`config.mk`:
```
export PLATFORM = sky130hd
export DESIGN_NAME = gbm_merge
export DESIGN_NICKNAME = d
export VERILOG_FILES = /design/src/rtl/gbm_pkg.sv /design/src/rtl/gbm_merge.sv
export SDC_FILE = /design/constraint.sdc
export NUM_CORES = 1
export LEC_CHECK = 0
export BUFFER_PORTS_ARGS = -buffer_cell sky130_fd_sc_hd__buf_2
export CORE_MARGIN = 2
export CORE_UTILIZATION = 40
export CTS_BUF_LIST = sky130_fd_sc_hd__clkbuf_8
export CTS_CLUSTER_DIAMETER = 120
export CTS_CLUSTER_SIZE = 25
export DETAILED_ROUTE_END_ITERATION = 7
export PLACE_DENSITY_LB_ADDON = 0.08
export SETUP_SLACK_MARGIN = 0.1
export SYNTH_ARGS = -nofsm -noshare
export SYNTH_HDL_FRONTEND = slang
export SYNTH_SLANG_ARGS = --single-unit
```
`constraint.sdc`:
```
create_clock -name clk -period 2.2 [get_ports clk]
set_input_delay 0.22 -clock clk [delete_from_list [all_inputs] [get_ports clk]]
set_output_delay 0.22 -clock clk [all_outputs]
set_load 0.01 [all_outputs]
```
`src/rtl/gbm_pkg.sv`:
```
// Package: shared constants, step codes, control structs and the 2^(i/8) table.
`default_nettype none
package gbm_pkg;

  localparam int ASSETS = 4;
  localparam int LANES  = (ASSETS < 4) ? ASSETS : 4;

  localparam logic [30:0] LOG2E_Q30 = 31'd1549082005;
  localparam logic [31:0] LN2_Q32   = 32'd2977044472;
  localparam logic [31:0] RECIP5    = 32'hCCCCCCCD;  // x/5 = (x*R)>>34 for 32-bit x
  localparam logic [31:0] RECIP3    = 32'hAAAAAAAB;  // x/3 = (x*R)>>33 for 32-bit x
  localparam logic [33:0] ONE_Q32   = 34'h1_0000_0000;

  // lane sequencer steps
  localparam logic [4:0] ST_PREP  = 5'd0;
  localparam logic [4:0] ST_MULDV = 5'd1;
  localparam logic [4:0] ST_SUMX  = 5'd2;
  localparam logic [4:0] ST_LOG2A = 5'd3;
  localparam logic [4:0] ST_LOG2B = 5'd4;
  localparam logic [4:0] ST_SPLIT = 5'd5;
  localparam logic [4:0] ST_H5    = 5'd6;
  localparam logic [4:0] ST_TQ4   = 5'd7;
  localparam logic [4:0] ST_H4    = 5'd8;
  localparam logic [4:0] ST_TQ3   = 5'd9;
  localparam logic [4:0] ST_H3    = 5'd10;
  localparam logic [4:0] ST_TQ2   = 5'd11;
  localparam logic [4:0] ST_H2    = 5'd12;
  localparam logic [4:0] ST_TQ1   = 5'd13;
  localparam logic [4:0] ST_H1    = 5'd14;
  localparam logic [4:0] ST_MANT  = 5'd15;
  localparam logic [4:0] ST_PROD  = 5'd16;
  localparam logic [4:0] ST_ROUND = 5'd17;
  localparam logic [4:0] ST_FINAL = 5'd18;

  typedef struct packed {
    logic       load;     // write price/mu/sigma
    logic       start;    // advance accepted: capture z, do prep step
    logic       step_en;
    logic [4:0] step;
  } lane_ctrl_t;

  typedef struct packed {
    logic strobe;  // capture prices into output register
    logic is_adv;
  } merge_ctrl_t;

  function automatic logic [30:0] pow2_eighth(input logic [2:0] idx);
    logic [30:0] v;
    unique case (idx)
      3'd0: v = 31'd1073741824;
      3'd1: v = 31'd1170923762;
      3'd2: v = 31'd1276901417;
      3'd3: v = 31'd1392470869;
      3'd4: v = 31'd1518500250;
      3'd5: v = 31'd1655936265;
      3'd6: v = 31'd1805811301;
      3'd7: v = 31'd1969251188;
      default: v = 31'd1073741824;
    endcase
    return v;
  endfunction

endpackage
`default_nettype wire

```
`src/rtl/gbm_merge.sv`:
```
// Merge stage: gathers lane prices and saturation into the output register.
`default_nettype none
module gbm_merge (
  input  wire                   clk,
  input  wire                   rst,
  input  gbm_pkg::merge_ctrl_t  ctrl,
  input  wire  [3:0][31:0]      lane_price,
  input  wire  [3:0]            lane_sat,
  output logic                  free,
  output logic                  m_axis_tvalid,
  input  wire                   m_axis_tready,
  output logic [127:0]          m_axis_tdata,
  output logic [0:0]            m_axis_tuser
);

  assign free = !m_axis_tvalid || m_axis_tready;

  always_ff @(posedge clk) begin
    if (rst) begin
      m_axis_tvalid <= 1'b0;
    end else if (ctrl.strobe) begin
      m_axis_tvalid <= 1'b1;
    end else if (m_axis_tready) begin
      m_axis_tvalid <= 1'b0;
    end
  end

  always_ff @(posedge clk) begin
    if (ctrl.strobe) begin
      m_axis_tdata    <= lane_price;
      m_axis_tuser[0] <= ctrl.is_adv && (|lane_sat);
    end
  end

endmodule
`default_nettype wire

```
==> out/metrics.yaml, run 1 <==
status: "aborted with a tool error"
haltStage: "clock tree synthesis"
tool.error: "[ERROR RSZ-0060] Max buffer count reached."
cts_buffers: 17
ctsHoldBuffers: 114
synthCells: 134
synth-simple-area-share: 0.00160
synth-compound-area-share: 0.00415
h-tree-depth: 4
die_w_um: 103
synth_fp_nets: 271
portBuffers: 267
yosys_register_bits: 130
ys_seq_area_frac: 0.993
initial_core_util: 0.407
cts_resized: 0
clock_path_buffers: 2
synth_mux_area_frac: 0
gp_congestion: 0.721
yosysWarnings: 0
io_pins: 268
synthXorXnorAreaFrac: 0
synth_area_per_cell_um2: 29.3
clock-root-buffer: "clkbuf_8"
rows: 36
synth_top_family_by_area: "compound AO/OA/AOI/OAI gates"
syn_area_um2: 3920
clock-sinks: 130
chipHeight_um: 103
cts_setup_buffers: 0
ys_types: 6
synthAdderAreaFrac: 0
==> cells in the mapped netlist <==
master	n	area share
a21oi_1	1	0.0013
dfxtp_1	1	0.0051
edfxtp_1	129	0.99
inv_1	1	0.00096
nand2b_1	1	0.0016
o41a_1	1	0.0029
==> kinds of logic after synthesis <==
family	after synthesis
simple gates	1
buf+inv	1
compound gates	2
flops	130
==> per-stage QoR <==
step / utilization / worst slack [ns] / cells / cell area [µm²] / hold slack [ns]
after floorplan: - / 1.33 / 134 / 3920 / 0.289
after global placement: 0.568 / 0.968 / 537 / 5470 / 0.376
after detailed placement: 0.568 / 0.942 / 537 / 5470 / 0.384
==> run 2: changes to the inputs <==
==> config.mk (replaced) <==
export PLATFORM = sky130hd
export DESIGN_NAME = gbm_merge
export DESIGN_NICKNAME = d
export VERILOG_FILES = /design/src/rtl/gbm_pkg.sv /design/src/rtl/gbm_merge.sv
export SDC_FILE = /design/constraint.sdc
export NUM_CORES = 1
export LEC_CHECK = 0
export BUFFER_PORTS_ARGS = -buffer_cell sky130_fd_sc_hd__buf_2
export CORE_MARGIN = 2
export CORE_UTILIZATION = 25
export DETAILED_ROUTE_END_ITERATION = 7
export PLACE_DENSITY_LB_ADDON = 0.15
export SYNTH_ARGS = -nofsm -noshare
export SYNTH_HDL_FRONTEND = slang
export SYNTH_SLANG_ARGS = --single-unit
==> out/metrics.yaml, run 2 <==
cts_resized: 0  # unchanged
cp_top_family: "flip-flops"
async_flop_share: 0  # unchanged
synth_edf_count: 129  # unchanged
drive_gt1_frac: 0.525
chipHeight_um: 129  # +25%
yosysTopAreaCellShare: 0.988  # unchanged
grt_max_degree: 83
ys_top_cells_by_area: "edfxtp_1 (99%), dfxtp_1 (0.51%), o41a_1 (0.29%), nand2b_1 (0.16%), a21oi_1 (0.13%)"
cp_slowest_cell: "edfxtp_1"
r2r_slack_ns: 1.60
ys.flop_type: "edfxtp_1"
max_slew.worst_pin.slew_ns: 0.627
max_freq_mhz: 836
yosys_register_bits: 130  # unchanged
core_um2: 15300
first_global_vias: 3188
cts_buffers: 17  # unchanged
syn_area_um2: 3920  # unchanged
multi_input_area_um2: 22.5
yosysWarnings: 0  # unchanged
cp_max_fo: 1
most-common-layout-cells: "buf_2 (266), dlygate4sd3_1 (129), edfxtp_1 (129), clkbuf_16 (17), clkbuf_1 (5)"
p_leak_nw: 3.14
detail-route-antenna-nets: 0
worst-path-stages: 1
synth_area_per_cell_um2: 29.3  # unchanged
top_regs: "m_axis_tdata x128, m_axis_tuser x1, m_axis_tvalid x1"
hp-start: "m_axis_tready"
rr_startpoint: "m_axis_tvalid$_SDFFE_PP0P_"
end_kind: "output port"
cap_violations: 0
slowest_delay_ns: 0.41
skew_ns: 0
nets: 688
holdCritPathClass: "input pin to flop"
drt-wirelength-per-cell_um: 14.5
drtPass1Iterations: 4
endpoint: "m_axis_tdata[40]"
peakVddDrop_mv: 0.591
portBuffers: 267  # unchanged
layout_commonest_cell: "buf_2"
largest_register_ffs: 128
seqCellArea_um2: 3890
area_growth_syn_to_layout_pct: 88.2
rr_worst_depth: 2
via_per_inst: 3.78
clock-sinks: 130  # unchanged
clock_path_buffers: 2  # unchanged
io_pins: 268  # unchanged
ctsHoldBuffers: 129  # +13%
gr-total-overflow: 0
rows: 45  # +25%
fin_util: 0.483
cts_tree: "done"
critPathArrivalTime_ns: 0.98
setup_ws_ns: 1.00
dp_hpwl_um: 7300
post-route-drc-count: 0
grt_pass1_wl_um: 16100
crit_path_cell_trace: "buf_2"
antennaDiodeCount: 0
required_ns: 1.98
clkTransAtPathRegs_ns: 0.06
yosysMostFrequentCell: "edfxtp_1"
synthCells: 134  # unchanged
finalSetupTns_ns: 0
cp-start-kind: "flop"
yosysTopAreaCell: "edfxtp_1"
synth_fp_nets: 271  # unchanged
crit_start: "m_axis_tdata[40]$_DFFE_PP_"
cts_setup_buffers: 0  # unchanged
drv_slew: 0
vias: 2927
period_share: 0.544
ys_types: 6  # unchanged
worst-setup-path-type: "flop to output port"
dieArea_um2: 16700
gp_congestion: 0.723  # +0.32%
die_w_um: 129  # +25%
powerDensity_nw_per_um2: 839
period_needed_ns: 1.20
preCtsSetupSlack_ns: 0.955  # +0.0137 ns
wl_um: 11200
worst_r2r_endpoint: "m_axis_tvalid$_SDFFE_PP0P_"
grt_setup_unrepaired: "no"
regMostFlops: "m_axis_tdata"
fill_cells: 1321
clkLatencyLatePin_ns: 0.40
grt_use_total: 0.133
setup_viol: 0
hold_viol_final: 0
antenna_found_initial: 0
clock-root-buffer: "clkbuf_16"
relSlewSlack: 0.582
ys_seq_area_frac: 0.993  # unchanged
initial_core_util: 0.257  # -0.150
drt_iter0_drc: 111
status: "completed"
crit_buf_inv: 1
h-tree-depth: 4  # unchanged
[run 2: cell counts after synthesis]
No cell type changed its count.
[run 2: layer usage]
layer	GRT usage	part of all wire	wire length, µm	vias up
li1	-	-	-	1383
met3	0.0677	0.093	1050	19
met4	0.0716	0.025	285	0
met1	0.121	0.32	3600	1381
met2	0.239	0.56	6300	144
met5	0	0	0	-
[run 2: worst min path at each step]
stage                                            end  slack (ns)  cells after the start
after floorplan           m_axis_tvalid$_SDFFE_PP0P_        0.29                      1
after global placement    m_axis_tvalid$_SDFFE_PP0P_        0.38                      2
after detailed placement  m_axis_tvalid$_SDFFE_PP0P_        0.38                      2
after CTS                 m_axis_tvalid$_SDFFE_PP0P_        0.07                      3
after global routing          m_axis_tuser$_DFFE_PP_        0.09                      2
final                     m_axis_tvalid$_SDFFE_PP0P_        0.09                      3
[run 2: power by group]
part           total [W]  internal [W]  leakage [nW]  switching, W
logic           0.000661      0.000362          1.61      0.000299
clock network    0.00253       0.00155         0.254      0.000989
registers        0.00299       0.00294          1.27     0.0000460
[run 2: cells by family (layout without fill, tap and decap cells)]
kind of cell	Yosys count	count (layout)	share of synthesized area
flip-flops	130	130	0.993
AO/OA/AOI/OAI	2	2	0.00415
AND/OR/NAND/NOR	1	1	0.00160
buffers and inverters	1	431	0.000957
[run 2: area by class of cell]
class | instances | share of cell area
Sequential cell | 130 | 0.528
Timing Repair Buffer | 398 | 0.360
Clock buffer | 22 | 0.0602
Tap cell | 211 | 0.0358
Clock inverter | 10 | 0.0122
Multi-Input combinational cell | 3 | 0.00305
Inverter | 1 | 0.000509
[run 2: worst reg2reg max path, delay by kind of cell, from the launching register on]
| kind | cells | cell delay [ns] |
|---|---|---|
| AOI/OAI and AO/OA | 1 | 0.13 |
| DFF | 1 | 0.33 |
| and+or+nand+nor | 1 | 0.07 |
[run 2: stage by stage]
step / area, µm² / total power, W / instances / hold slack [ns]
after detailed placement: 5550 / 0.00352 / 614 / 0.383
after CTS: 7380 / 0.00626 / 775 / 0.0672
after global placement: 5550 / 0.00352 / 614 / 0.378
after global routing: 7380 / 0.00642 / 775 / 0.0941
final: 7380 / 0.00619 / 775 / 0.0904
after floorplan: 3920 / 0.00316 / 134 / 0.289
Note: power is estimated with default switching activity, not from simulation.
==> run 3: changes to the inputs <==
==> constraint.sdc (replaced) <==
create_clock -name clk -period 1.2 [get_ports clk]
set_input_delay 0.12 -clock clk [delete_from_list [all_inputs] [get_ports clk]]
set_output_delay 0.12 -clock clk [all_outputs]
set_load 0.01 [all_outputs]
==> out/metrics.yaml, run 3 <==
synthCells: 134  # unchanged
yosys_register_bits: 130  # unchanged
portBuffers: 267  # unchanged
status: "aborted with a tool error"
yosysTopAreaCell: "edfxtp_1"
io_pins: 268  # unchanged
synth_fp_nets: 271  # unchanged
ys.flop_type: "edfxtp_1"
async_flop_share: 0  # unchanged
chipHeight_um: 129  # unchanged
yosysTopAreaCellShare: 0.988  # unchanged
gp_congestion: 0.704  # -2.7%
ys_top_cells_by_area: "edfxtp_1 (99%), dfxtp_1 (0.51%), o41a_1 (0.29%), nand2b_1 (0.16%), a21oi_1 (0.13%)"
initial_core_util: 0.257  # unchanged
die_w_um: 129  # unchanged
clock-sinks: 130  # unchanged
cts_setup_buffers: 0  # unchanged
clock-root-buffer: "clkbuf_16"
rows: 45  # unchanged
clock_path_buffers: 2  # unchanged
haltStage: "clock tree synthesis"
ctsHoldBuffers: 131  # +1.6%
dp_hpwl_um: 7500  # +2.7%
cts_resized: 0  # unchanged
ys_seq_area_frac: 0.993  # unchanged
tool.error: "[ERROR RSZ-0060] Max buffer count reached."
h-tree-depth: 4  # unchanged
synth_area_per_cell_um2: 29.3  # unchanged
cts_buffers: 17  # unchanged
ys_types: 6  # unchanged
synth_edf_count: 129  # unchanged
yosysWarnings: 0  # unchanged
yosysMostFrequentCell: "edfxtp_1"
syn_area_um2: 3920  # unchanged
## run 3: kinds of logic after synthesis
family,synth area share
and+or+nand+nor,0.00160
buffers and inverters,0.000957
DFF,0.993
AOI/OAI and AO/OA,0.00415
## run 3: stage by stage
| step | cells | worst slack, ns | area, µm² |
|---|---|---|---|
| detailed placement | 617 | 0.203 | 5590 |
| global placement | 617 | 0.219 | 5590 |
| floorplan | 134 | 0.433 | 3920 |
